--- src/icmpcs_pkg.sv ---
// ----------------------------------------------------------------------------
// icmpcs_pkg: shared types and constants
// Mode codes and IPv6 header layout constants for the checksum streamer.
// ----------------------------------------------------------------------------
`default_nettype none

package icmpcs_pkg;

  typedef enum logic {
    MODE_PLAIN  = 1'b0,
    MODE_ICMPV6 = 1'b1
  } mode_e;

  // IPv6 header length in 16-bit words
  localparam int HeaderWords = 20;
  localparam int IdxW        = $clog2(HeaderWords + 1);

  // header word positions
  localparam int LenWordIdx    = 2;
  localparam int NhWordIdx     = 3;
  localparam int AddrWordFirst = 4;

  localparam logic [15:0] NextHeaderIcmpv6 = 16'd58;

endpackage

`default_nettype wire

--- src/icmpv6_internet_checksum.sv ---
// ----------------------------------------------------------------------------
// icmpv6_internet_checksum: streaming Internet / ICMPv6 checksum
// Ones'-complement sum of a 16-bit word stream, with optional ICMPv6
// pseudo-header selection over an IPv6 packet.
// ----------------------------------------------------------------------------
//  channel  | direction | tdata                  | tuser        | tlast
//  s_axis   | in        | [15:0] word            | single_byte  | last
//  m_axis   | out       | [15:0] checksum        | truncated    | -
//  cfg      | in        | cfg_wdata_i: mode      | -            | -
//
//  One word per cycle while the input is not stalled. A word is registered at
//  the input, summed from that register and, if it is the last one, its result
//  lands in the output register, which drives m_axis_tvalid.
//  Input stalls only when a last word waits for an output register still held
//  by m_axis_tready low. Reset clears mode, sum and packet state.
// ----------------------------------------------------------------------------
`default_nettype none

module icmpv6_internet_checksum (
  input  wire logic        clk_i,
  input  wire logic        rst_ni,
  input  wire logic        cfg_we_i,
  input  wire logic        cfg_wdata_i,   // mode
  input  wire logic        s_axis_tvalid,
  output logic             s_axis_tready,
  input  wire logic [15:0] s_axis_tdata,  // [15:0] word
  input  wire logic        s_axis_tuser,  // [0] single_byte
  input  wire logic        s_axis_tlast,
  output logic             m_axis_tvalid,
  input  wire logic        m_axis_tready,
  output logic [15:0]      m_axis_tdata,  // [15:0] checksum
  output logic             m_axis_tuser   // [0] truncated
);
  import icmpcs_pkg::*;

  mode_e            mode_q;
  logic             in_valid_q;
  logic [15:0]      in_word_q;
  logic             in_single_q;
  logic             in_last_q;
  logic [15:0]      acc_q, acc_d;
  logic [IdxW-1:0]  idx_q, idx_d;
  logic [15:0]      bytes_q, bytes_d;
  logic             out_valid_q;
  logic [15:0]      out_csum_q;
  logic             out_trunc_q;

  logic             advance;
  logic [15:0]      word_m;
  logic [15:0]      addend;
  logic             add_en;
  logic             trunc_hdr;
  logic             trunc;
  logic [16:0]      sum;

  // a non-last word never needs the output register
  assign advance       = in_valid_q && (!in_last_q || !out_valid_q || m_axis_tready);
  assign s_axis_tready = !in_valid_q || advance;

  assign word_m = in_single_q ? {in_word_q[15:8], 8'h00} : in_word_q;

  always_comb begin
    add_en    = 1'b0;
    addend    = word_m;
    trunc_hdr = 1'b0;
    bytes_d   = bytes_q;
    if (mode_q == MODE_PLAIN) begin
      add_en = 1'b1;
    end else if (idx_q < IdxW'(HeaderWords)) begin
      if (idx_q == IdxW'(LenWordIdx)) begin
        bytes_d = word_m;
        add_en  = 1'b1;
      end else if (idx_q == IdxW'(NhWordIdx)) begin
        addend = NextHeaderIcmpv6;
        add_en = 1'b1;
      end else if (idx_q >= IdxW'(AddrWordFirst)) begin
        add_en = 1'b1;
      end
      trunc_hdr = in_last_q && ((idx_q < IdxW'(HeaderWords - 1)) || in_single_q);
    end else if (bytes_q != 16'd0) begin
      add_en = 1'b1;
      if (bytes_q == 16'd1) begin
        // odd payload tail: only the upper byte counts
        addend  = {word_m[15:8], 8'h00};
        bytes_d = 16'd0;
      end else begin
        bytes_d = bytes_q - (in_single_q ? 16'd1 : 16'd2);
      end
    end
  end

  // end-around carry add
  assign sum   = {1'b0, acc_q} + {1'b0, addend};
  assign acc_d = add_en ? (sum[15:0] + {15'd0, sum[16]}) : acc_q;
  assign trunc = trunc_hdr || ((mode_q == MODE_ICMPV6) && (bytes_d != 16'd0));

  // index saturates once past the header
  assign idx_d = (idx_q < IdxW'(HeaderWords)) ? idx_q + IdxW'(1) : idx_q;

  always_ff @(posedge clk_i or negedge rst_ni) begin
    if (!rst_ni) begin
      mode_q      <= MODE_PLAIN;
      in_valid_q  <= 1'b0;
      acc_q       <= '0;
      idx_q       <= '0;
      bytes_q     <= '0;
      out_valid_q <= 1'b0;
    end else begin
      if (cfg_we_i) begin
        mode_q <= mode_e'(cfg_wdata_i);
      end
      if (s_axis_tready) begin
        in_valid_q <= s_axis_tvalid;
      end
      if (m_axis_tready) begin
        out_valid_q <= 1'b0;
      end
      if (advance) begin
        if (in_last_q) begin
          acc_q       <= '0;
          idx_q       <= '0;
          bytes_q     <= '0;
          out_valid_q <= 1'b1;
        end else begin
          acc_q   <= acc_d;
          idx_q   <= idx_d;
          bytes_q <= bytes_d;
        end
      end
    end
  end

  always_ff @(posedge clk_i) begin
    if (s_axis_tready && s_axis_tvalid) begin
      in_word_q   <= s_axis_tdata;
      in_single_q <= s_axis_tuser;
      in_last_q   <= s_axis_tlast;
    end
    if (advance && in_last_q) begin
      out_csum_q  <= ~acc_d;
      out_trunc_q <= trunc;
    end
  end

  assign m_axis_tvalid = out_valid_q;
  assign m_axis_tdata  = out_csum_q;
  assign m_axis_tuser  = out_trunc_q;

endmodule

`default_nettype wire

--- config.mk ---
export PLATFORM = sky130hd
export DESIGN_NAME = icmpv6_internet_checksum
export DESIGN_NICKNAME = d
export VERILOG_FILES = /design/src/icmpcs_pkg.sv /design/src/icmpv6_internet_checksum.sv
export SDC_FILE = /design/constraint.sdc
export NUM_CORES = 1
export LEC_CHECK = 0
export BUFFER_PORTS_ARGS = -buffer_cell sky130_fd_sc_hd__buf_2
export CORE_UTILIZATION = 53
export CTS_CLUSTER_DIAMETER = 120
export DETAILED_ROUTE_END_ITERATION = 8
export PLACE_DENSITY = 0.82
export SLEW_MARGIN = 20
export SYNTH_ARGS = -nofsm -noshare
export SYNTH_HDL_FRONTEND = slang
export SYNTH_SLANG_ARGS = --single-unit
--- constraint.sdc ---
create_clock -name clk_i -period 7.36 [get_ports clk_i]
set_input_delay 0.736 -clock clk_i [delete_from_list [all_inputs] [get_ports clk_i]]
set_output_delay 0.736 -clock clk_i [all_outputs]
set_load 0.02 [all_outputs]
==> run_results.csv, run 1 <==
group,metric,value,unit
run_status,status,"finished, violations left",
run_status,violations,"DRC",
synthesis,syn_nets,589,
grt,grt_remaining_overflow,0,
die,core,9196,um^2
synthesis,synth_top_area_share,21.05,%
grt,grt_pass1_vias,4087,
die,io_pins,43,
timing,setup_viol,0,
critical_path,end_kind,"flip-flop",
power,leakagePower,0.002297,uW
synthesis,seq_area_frac_synth,41.09,%
critical_path,critical_path.cell_chain,"or3_4, nor4_4, and3_1, and3_1, a21oi_1, ha_1, a21oi_1, a211o_1, a21o_1, a31oi_1, o21a_1, o21a_1, o21ai_0, nand2b_1, ha_1, nand2b_1, nor2_1, nand3_1, nand4bb_1, nor4_1, xor2_1, mux2_2",
critical_path,critPathRequiredTime,7480,ps
finish,area_growth,9.421,%
synthesis,synth_ff_type,"dfrtp_1",
finish,fillers,796,
power,vdd_drop_max,0.1716,mV
clocking,clock_sinks,75,
grt,antenna_found_initial,0,
timing,setup_tns,0,ps
detailed_routing,first_pass_iters,7,
die,dieArea,9814,um^2
timing,fin_crit_sh,78.38,%
clocking,hold_buffers,0,
critical_path,crit_arrival,5880,ps
timing,skew,19.21,ps
finish,stdcell_area,5464,um^2
placed_design,dp_cells,672,
critical_path,critPathBufInv,0,
critical_path,worstSetupPathType,"flip-flop to flip-flop",
synthesis,syn_area,4994,um^2
critical_path,cp-start-kind,"flip-flop",
critical_path,path_delay_family,"simple AND/OR/NAND/NOR gates",
synthesis,synthArstFlopShare,53.33,%
die,fp.dieW,99.07,um
die,start_util,54.30,%
finish,finalNetCount,623,
clocking,clockBufferDepth,2,
timing,max_freq,173.4,MHz
power,power_density,312.5,nW/um^2
critical_path,r2r_start,"bytes_q[8]$_DFFE_PN0P_",
finish,drive_above_1_share,14.21,%
timing,rsz0062_at_grt,"false",
timing,period_needed,5769,ps
critical_path,cp.depth,22,
clocking,numCtsBuffers,9,
die,die_y,99.07,um
detailed_routing,via_per_inst,6.369,
synthesis,syn-instance-count,538,
critical_path,max_stage_delay,470,ps
timing,relSlewSlack,22.39,%
clocking,clk_pin_slew,90,ps
clocking,cts_tree,"yes",
placed_design,portBuffers,42,
detailed_routing,initialDrtViolationCount,378,
critical_path,path_max_fanout,11,
clocking,cts_setup_buffers,0,
critical_path,r2r_slack,1590,ps
synthesis,synth_cell_types,73,
detailed_routing,wirelength,12840,um
detailed_routing,antenna_left,0,
critical_path,ff2ff_path_depth,22,
finish,fin_cells,688,
synthesis,synth-edff-count,35,
placed_design,placed_area,5269,um^2
placed_design,gp_congestion,0.9713,
timing,worst_pin_slew,1160,ps
critical_path,startpoint,"bytes_q[8]$_DFFE_PN0P_",
clocking,cts-root-buf,"clkbuf_8",
finish,antenna_cells,0,
synthesis,synth-seq-cells,75,
synthesis,synth_top_area_cell,"edfxtp_1",
clocking,insertion_delay,370,ps
timing,finalHoldViolations,0,
detailed_routing,via_count,4382,
flow_run,cap_violations,0,
grt,grt_usage,27.52,%
grt,grt_max_degree,41,
critical_path,cp_slowest_cell,"and3_1",
synthesis,ys_warn_count,0,
min_path,hp-class,"primary input to async pin",
synthesis,synthesis.area_per_instance,9.282,um^2
clocking,htreeDepth,3,
synthesis,synth.area.top_cells,"edfxtp_1 (21%), dfrtp_1 (20%), ha_1 (6.3%)",
critical_path,r2r_end,"m_axis_tdata[15]$_DFFE_PP_",
critical_path,crit_path_end,"m_axis_tdata[15]$_DFFE_PP_",
grt,grt_pass1_wl,20890,um
detailed_routing,drc,2,
detailed_routing,wire_per_inst,18.67,um
timing,final-max-slew-violation-count,0,
placed_design,hpwl,9244,um
clocking,cts_resized,0,
die,rows,35,
[logic make-up (layout without fill, tap and decap cells)]
logic type / after synthesis / after routing / synth area share, %
AOI/OAI and AO/OA: 159 / 159 / 20.85
and+or+nand+nor: 195 / 195 / 20.57
DFF: 75 / 75 / 41.09
muxes: 10 / 10 / 2.055
buffers and inverters: 46 / 85 / 3.808
adders and majority gates: 27 / 27 / 7.066
xor gates and xnor gates: 26 / 26 / 4.560
[power breakdown]
part / total (uW) / leakage (uW) / internal [uW] / switching [uW]
Combinational: 789 / 0.00134 / 312 / 477
Sequential: 597 / 0.000865 / 532 / 64.4
Clock: 322 / 0.0000950 / 155 / 167
Total: 1710 / 0.00230 / 999 / 708
[state kept, by name (all words and copies together) (netlist names)]
signal	flops
in_valid_q	1
in_word_q	16
mode_q	1
bytes_q	16
m_axis_tdata	16
idx_q	5
m_axis_tuser	1
m_axis_tvalid	1
in_single_q	1
acc_q	16
in_last_q	1
[synth_stat cells, types with 3 or more instances]
master and n:
a211o_1 3, a211oi_1 7, a21o_1 5, a21oi_1 33, a221o_1 4, a22o_1 10, a31oi_1 6, and2_1 13
and3_1 11, buf_2 3, clkbuf_1 15, dfrtp_1 40, edfxtp_1 35, ha_1 25, inv_1 23, mux2i_1 8
nand2_1 62, nand2b_1 5, nand3_1 13, nand3b_1 3, nand4_1 3, nor2_1 40, nor2b_1 3, nor3_1 10
nor3b_1 5, nor4_1 5, o211ai_1 3, o21a_1 5, o21ai_0 41, o21ai_1 6, o221ai_1 3, o22ai_1 7
o31ai_1 6, or2_2 3, xnor2_1 16, xor2_1 10
[layer usage]
metal	share of wire, %	GRT usage (%)	wire length (um)
met5	0	0	0
met4	1.9	9.955	244
met3	7.2	3.617	930
met2	45	42.60	5767
met1	46	39.73	5900
[cell usage in the layout, fill, tap and decap left out, types with 6 or more instances in the layout]
master    instances
nand2_1          62
o21ai_0          41
buf_2            41
nor2_1           40
dfrtp_1          40
edfxtp_1         35
a21oi_1          32
ha_1             25
inv_1            23
xnor2_1          16
and2_1           13
nand3_1          13
and3_1           11
nor3_1           10
xor2_1           10
a22o_1           10
clkbuf_8          9
mux2i_1           8
a211oi_1          7
o22ai_1           7
a31oi_1           6
o21ai_1           6
o31ai_1           6
[worst min path at each step]
stage | startpoint | to | slack [ps] | depth (start not counted)
finish | rst_ni | bytes_q[6]$_DFFE_PN0P_ | 350 | 1
global route | rst_ni | bytes_q[6]$_DFFE_PN0P_ | 400 | 1
CTS | acc_q[2]$_DFFE_PN0P_ | acc_q[2]$_DFFE_PN0P_ | 520 | 2
detailed placement | acc_q[2]$_DFFE_PN0P_ | acc_q[2]$_DFFE_PN0P_ | 500 | 2
global placement | acc_q[2]$_DFFE_PN0P_ | acc_q[2]$_DFFE_PN0P_ | 490 | 2
floorplan | rst_ni | acc_q[0]$_DFFE_PN0P_ | 440 | 0
[per-stage QoR]
stage / util, % / hold slack, ps / setup slack [ps] / power, uW
detailed placement: 57.29 / 500.1 / 1681 / 1373
finish: 59.41 / 349.7 / 1591 / 1707
floorplan: - / 440.4 / 2450 / 1200
global route: 59.41 / 396.4 / 1031 / 1819
CTS: 59.39 / 521.0 / 1621 / 1700
global placement: 57.29 / 494.5 / 1851 / 1362
[worst register-to-register path, cell delays in order (launching register included)]
cell	delay [ps]
dfrtp_1	420
or3_4	430
nor4_4	280
and3_1	470
and3_1	420
a21oi_1	110
ha_1	350
a21oi_1	110
a211o_1	350
a21o_1	190
a31oi_1	170
o21a_1	150
o21a_1	140
o21ai_0	80
nand2b_1	120
ha_1	160
nand2b_1	90
nor2_1	210
nand3_1	190
nand4bb_1	340
nor4_1	310
xor2_1	150
mux2_2	280
[final cells by class]
type | instances | area, um^2 | area share, %
multi-input cells | 417 | 2755 | 50.42
flip-flops and latches | 75 | 2052 | 37.55
repair buffers | 45 | 235.2 | 4.305
well taps | 111 | 138.9 | 2.542
clock buffers | 9 | 123.9 | 2.267
inverters | 24 | 90.09 | 1.649
clock inverters | 7 | 68.82 | 1.259
Power figures use the tool's default switching activity.
==> inputs of run 2 (changes only) <==
PLACE_DENSITY = 0.85   (was 0.82)
clock period = 5 ns   (was 7.36 ns; I/O delays follow)
==> run 2 against run 1 <==
Net effect:
- the run ends with setup timing left
- non-clock buffer count up 34
- utilization up 4.3 points
- setup slack worse by 1600 ps
- critical path type unchanged
==> run_results.csv, run 2 (synthesis gave the netlist of run 1 again) <==
group,metric,value,unit
timing,worst_pin_slew,1096,ps
timing,max_freq,198.7,MHz
power,pwr-share-seq,33.2,%
timing,fin_crit_sh,100.7,%
detailed_routing,drc,0,
detailed_routing,wirelength,14340,um
power,internal-power,1537,uW
critical_path,cp-start-kind,"flip-flop",
detailed_routing,via_per_inst,6.442,
critical_path,ff2ff_path_depth,23,
grt,grt_pass1_vias,4085,
finish,antenna_cells,0,
die,die_y,99.07,um
timing,final-max-slew-violation-count,0,
timing,setup_viol,1,
finish,final_util,63.71,%
grt,grt_pass1_wl,21250,um
power,power_switching_share,42.08,%
critical_path,r2r_slack,-30,ps
critical_path,path_max_fanout,4,
placed_design,hpwl,9848,um
run_status,status,"finished, violations left",
detailed_routing,via_count,4651,
timing,relSlewSlack,26.64,%
flow_run,cap_violations,0,
detailed_routing,antenna_left,0,
die,dieArea,9814,um^2
critical_path,path_delay_family,"simple AND/OR/NAND/NOR gates",
detailed_routing,initialDrtViolationCount,477,
detailed_routing,first_pass_iters,5,
die,fp.dieW,99.07,um
clocking,cts-root-buf,"clkbuf_8",
die,core,9196,um^2
critical_path,crit_arrival,5140,ps
placed_design,preCtsSetupSlack,-28.99,ps
placed_design,portBuffers,42,
timing,setup_ws,-33.68,ps
timing,rsz0062_at_grt,"true",
clocking,clk_pin_slew,80,ps
clocking,htreeDepth,3,
critical_path,r2r_end,"m_axis_tdata[15]$_DFFE_PP_",
finish,area_growth,17.34,%
placed_design,gp_congestion,0.9731,
die,io_pins,43,
finish,stdcell_area,5859,um^2
die,rows,35,
critical_path,startpoint,"bytes_q[7]$_DFFE_PN0P_",
finish,drive_above_1_share,23.40,%
critical_path,worstSetupPathType,"flip-flop to flip-flop",
critical_path,r2r_start,"bytes_q[7]$_DFFE_PN0P_",
placed_design,placed_area,5426,um^2
power,pwr-share-clk,16.2,%
clocking,clockBufferDepth,2,
power,leakagePower,0.002470,uW
run_status,violations,"setup timing",
power,power_frac_comb,50.6,%
grt,grt_max_degree,41,
grt,grt_remaining_overflow,0,
finish,final_cell_mix,"nand2_1 (61), buf_2 (42), o21ai_0 (39), nor2_1 (37)",
finish,fillers,745,
critical_path,end_kind,"flip-flop",
clocking,cts_tree,"yes",
critical_path,critPathRequiredTime,5110,ps
timing,hold_ws,286.9,ps
clocking,numCtsBuffers,9,
clocking,clock_sinks,75,
critical_path,max_stage_delay,400,ps
critical_path,cp.depth,23,
clocking,insertion_delay,350,ps
detailed_routing,wire_per_inst,19.85,um
critical_path,critical_path.cell_chain,"or3_4, nor4_4, and3_4, nand3_4, nand2_4, nor3b_2, ha_1, nand3b_1, a211o_1, a21o_1, a31oi_1, o21a_1, o21a_2, o21ai_2, nand2b_1, ha_2, nand2b_1, nor2_2, nand3_2, nand4bb_4, nor4_4, xor2_1, mux2_4",
timing,period_needed,5034,ps
power,p_sw,1117,uW
power,power_density,452.9,nW/um^2
timing,skew,7.177,ps
finish,finalNetCount,657,
critical_path,cp_slowest_cell,"dfrtp_1",
grt,antenna_found_initial,0,
critical_path,crit_path_end,"m_axis_tdata[15]$_DFFE_PP_",
die,start_util,54.30,%
finish,final_common_cell,"nand2_1",
timing,finalHoldViolations,0,
grt,grt_usage,28.54,%
min_path,hp-class,"primary input to async pin",
critical_path,critPathBufInv,0,
power,vdd_drop_max,0.2163,mV
run 2: cell types whose count changed in the layout (fill, tap and decap cells not counted), moves of 3 or more:
cell | before | now
dfrtp_2 | 0 | 5
clkbuf_1 | 0 | 3
nor2_2 | 0 | 3
dfrtp_1 | 40 | 35
ha_2 | 0 | 3
buf_4 | 4 | 35
nor2_1 | 40 | 37
ha_1 | 25 | 21
run 2: how the worst min path moves through the flow:
stage / start / endpoint / slack (ps) / depth (start not counted)
floorplan: rst_ni / acc_q[0]$_DFFE_PN0P_ / 200 / 0
global placement: acc_q[2]$_DFFE_PN0P_ / acc_q[2]$_DFFE_PN0P_ / 500 / 2
detailed placement: acc_q[8]$_DFFE_PN0P_ / acc_q[8]$_DFFE_PN0P_ / 500 / 2
CTS: s_axis_tdata[7] / in_word_q[7]$_DFFE_PP_ / 330 / 1
global route: s_axis_tdata[7] / in_word_q[7]$_DFFE_PP_ / 310 / 1
finish: rst_ni / mode_q$_DFFE_PN0P_ / 290 / 1
run 2: worst register-to-register path, cell delays in order, from the launching register on:
cell,delay (ps)
dfrtp_1,400
or3_4,400
nor4_4,200
and3_4,270
nand3_4,90
nand2_4,90
nor3b_2,50
ha_1,370
nand3b_1,170
a211o_1,380
a21o_1,210
a31oi_1,130
o21a_1,170
o21a_2,170
o21ai_2,50
nand2b_1,120
ha_2,190
nand2b_1,80
nor2_2,150
nand3_2,90
nand4bb_4,280
nor4_4,330
xor2_1,140
mux2_4,270
run 2: power by group through the flow:
| stage | logic [uW] | registers (uW) | clock network [uW] |
|---|---|---|---|
| global route | 1450 | 894 | 461 |
| floorplan | 868 | 898 | 0 |
| detailed placement | 1200 | 885 | 0 |
| finish | 1340 | 880 | 430 |
| CTS | 1220 | 874 | 430 |
| global placement | 1160 | 880 | 0 |
run 2: repair_timing:
item	CTS	global route
endpoints found under the setup margin	1	25
hold buffers	0	0
buffers inserted	0	13
pin swaps	0	17
resized for setup	2	40
run 2: area by class of cell:
class / instances / area [um^2] / area share (%)
Timing Repair Buffer: 79 / 495.5 / 8.456
Clock inverter: 2 / 10.01 / 0.1708
Multi-Input combinational cell: 417 / 2904 / 49.56
Inverter: 24 / 90.09 / 1.537
Clock buffer: 14 / 162.7 / 2.776
Sequential cell: 75 / 2058 / 35.13
Tap cell: 111 / 138.9 / 2.370
run 2: metal layers:
layer	track usage [%]	vias up	wire [um]
met5	0	-	0
met4	9.615	0	532
met3	5.177	57	1216
met2	44.43	286	6462
met1	40.36	2187	6124
li1	-	2121	-
run 2: metrics by stage:
step | std cells | power (uW) | TNS [ps]
2_1_floorplan | 538 | 1766 | 0
3_3_place_gp | 693 | 2044 | 0
3_5_place_dp | 693 | 2083 | -28.99
4_1_cts | 709 | 2522 | 0
5_1_grt | 722 | 2805 | -1111
6_report | 722 | 2654 | -33.68
==> inputs of run 3 (changes only) <==
BUFFER_PORTS_ARGS = -buffer_cell sky130_fd_sc_hd__buf_4   (was -buffer_cell sky130_fd_sc_hd__buf_2)
CORE_UTILIZATION = 55   (was 53)
PLACE_DENSITY = 0.87   (was 0.85)
==> run 3 against run 2 <==
Net effect:
- the run now ends clean
- sequential power is essentially flat
- largest cell class unchanged
- critical path type unchanged
- via count grew 0.75%
- first-iteration DRC count shrank 24%
- register-to-register slack gained 220 ps
- combinational power is essentially flat
- clock power grew 35%
- total power grew 6.0%
==> run_results.csv, run 3 (synthesis gave the netlist of run 1 again) <==
group,metric,value,unit
die,fp.dieW,97.29,um
placed_design,portBuffers,42,
die,dieArea,9464,um^2
timing,setup_viol,0,
clocking,clk_pin_slew,90,ps
finish,drive_above_1_share,24.04,%
power,pwr-share-seq,31.2,%
placed_design,preCtsSetupSlack,66.68,ps
grt,grt_use_met1,42.21,%
timing,setup_ws,184.5,ps
timing,hold_ws,134.9,ps
finish,multi_input_area,2882,um^2
timing,skew,19.17,ps
critical_path,critPathRequiredTime,5120,ps
finish,antenna_cells,0,
clocking,clockBufferDepth,2,
timing,worst_pin_slew,1139,ps
timing,final-max-slew-violation-count,0,
power,finalPower,2814,uW
power,pwr-share-clk,20.6,%
grt,grt_usage,30.33,%
power,power_density,461.4,nW/um^2
clocking,insertion_delay,370,ps
clocking,hold_buffers,0,
detailed_routing,via_per_inst,6.402,
finish,final_common_cell,"buf_4",
power,p_sw,1117,uW
grt,antenna_found_initial,0,
power,power_switching_share,39.69,%
critical_path,worstSetupPathType,"flip-flop to flip-flop",
min_path,hp-class,"primary input to async pin",
detailed_routing,initialDrtViolationCount,363,
timing,max_freq,207.7,MHz
flow_run,cap_violations,0,
timing,fin_crit_sh,96.31,%
critical_path,path_delay_family,"simple AND/OR/NAND/NOR gates",
finish,final_cell_mix,"buf_4 (90), nand2_1 (61), dfrtp_1 (39), nor2_1 (37), o21ai_0 (37)",
clocking,clock_sinks,75,
timing,period_needed,4816,ps
critical_path,max_stage_delay,420,ps
critical_path,r2r_slack,180,ps
grt,grt_pass1_vias,4489,
grt,grt_pass1_wl,22520,um
detailed_routing,wire_per_inst,19.33,um
die,io_pins,43,
die,die_y,97.29,um
clocking,numCtsBuffers,9,
die,core,8763,um^2
power,vdd_drop_max,0.2419,mV
critical_path,cp_slowest_cell,"or3_4",
detailed_routing,via_count,4686,
finish,regArea,2053,um^2
placed_design,hpwl,10020,um
detailed_routing,wirelength,14150,um
grt,use_met2,45.07,%
timing,rsz0062_at_grt,"true",
critical_path,cp-start-kind,"flip-flop",
grt,grt.busiest_layer,"met2",
run_status,status,"completed",
clocking,cts-root-buf,"clkbuf_8",
finish,area_growth,22.12,%
critical_path,critical_path.cell_chain,"or3_4, nor4_4, and3_4, and3_4, a21oi_2, ha_1, nand3b_1, a211o_1, a21o_1, a31oi_1, o21a_1, o21a_1, o21ai_1, nand2b_1, ha_2, nand2b_4, nor2_4, nand3_2, nand4bb_4, nor4_4, xor2_1, mux2_2",
clocking,htreeDepth,3,
critical_path,end_kind,"flip-flop",
grt,grt_remaining_overflow,0,
grt,grt_max_degree,41,
finish,fillers,658,
detailed_routing,drc,0,
detailed_routing,antenna_left,0,
power,leakagePower,0.002612,uW
timing,finalHoldViolations,0,
critical_path,crit_arrival,4930,ps
critical_path,path_max_fanout,4,
critical_path,critPathBufInv,0,
detailed_routing,first_pass_iters,5,
die,start_util,56.98,%
power,power_frac_comb,48.2,%
die,rows,34,
timing,relSlewSlack,23.79,%
finish,finalNetCount,670,
grt,met3_usage,6.259,%
placed_design,gp_congestion,0.9625,
clocking,cts_tree,"yes",
power,internal-power,1697,uW
run 3: changes by cell type in the layout (fill, tap and decap cells not counted), sizes merged:
cell	previous run	this run
buf	79	92
clkbuf	14	10
clkinv	3	4
bufinv	0	3
run 3: final cells by class:
cell class / instances / area share, %
Clock inverter: 6 / 1.682
Inverter: 24 / 1.477
Sequential cell: 75 / 33.67
Multi-Input combinational cell: 417 / 47.25
Timing Repair Buffer: 92 / 11.45
Tap cell: 108 / 2.216
Clock buffer: 10 / 2.257
run 3: what timing repair did:
action	in CTS	in global routing
setup buffers	0	15
resized for setup	0	35
setup endpoints to repair	0	25
run 3: path summary, 6_finish.rpt:
check                      cells past startpoint                    from                         end
setup / recovery                              22  bytes_q[7]$_DFFE_PN0P_  m_axis_tdata[15]$_DFFE_PP_
hold / removal                                 1                  rst_ni      bytes_q[9]$_DFFE_PN0P_
setup reg to reg                              22  bytes_q[7]$_DFFE_PN0P_  m_axis_tdata[15]$_DFFE_PP_
hold reg to reg                                2    acc_q[2]$_DFFE_PN0P_        acc_q[2]$_DFFE_PN0P_
max in group asynchronous                      1                  rst_ni        idx_q[4]$_DFFE_PN0P_
min in group clk_i                             1         s_axis_tdata[2]      in_word_q[2]$_DFFE_PP_
run 3: per-layer routing:
metal	wire, um	vias to the layer above	share of wire, %
li1	-	2153	-
met1	5956	2224	42
met2	6377	266	45
met3	1286	43	9.1
met4	529	0	3.7
met5	0	-	0
run 3: through the flow:
stage / setup TNS (ps) / area [um^2] / cells / utilization (%)
floorplan: 0 / 4994 / 538 / -
global placement: 0 / 5610 / 701 / 64.02
detailed placement: 0 / 5610 / 701 / 64.02
CTS: 0 / 5851 / 717 / 66.76
global route: -131.7 / 6098 / 732 / 69.59
finish: 0 / 6098 / 732 / 69.59
run 3: power groups by stage:
stage               sequential (uW)  combinational [uW]  clock [uW]
floorplan                       898                 868           0
detailed placement              883                1240           0
global route                    891                1480         608
finish                          877                1360         580
global placement                879                1210           0
CTS                             874                1250         579
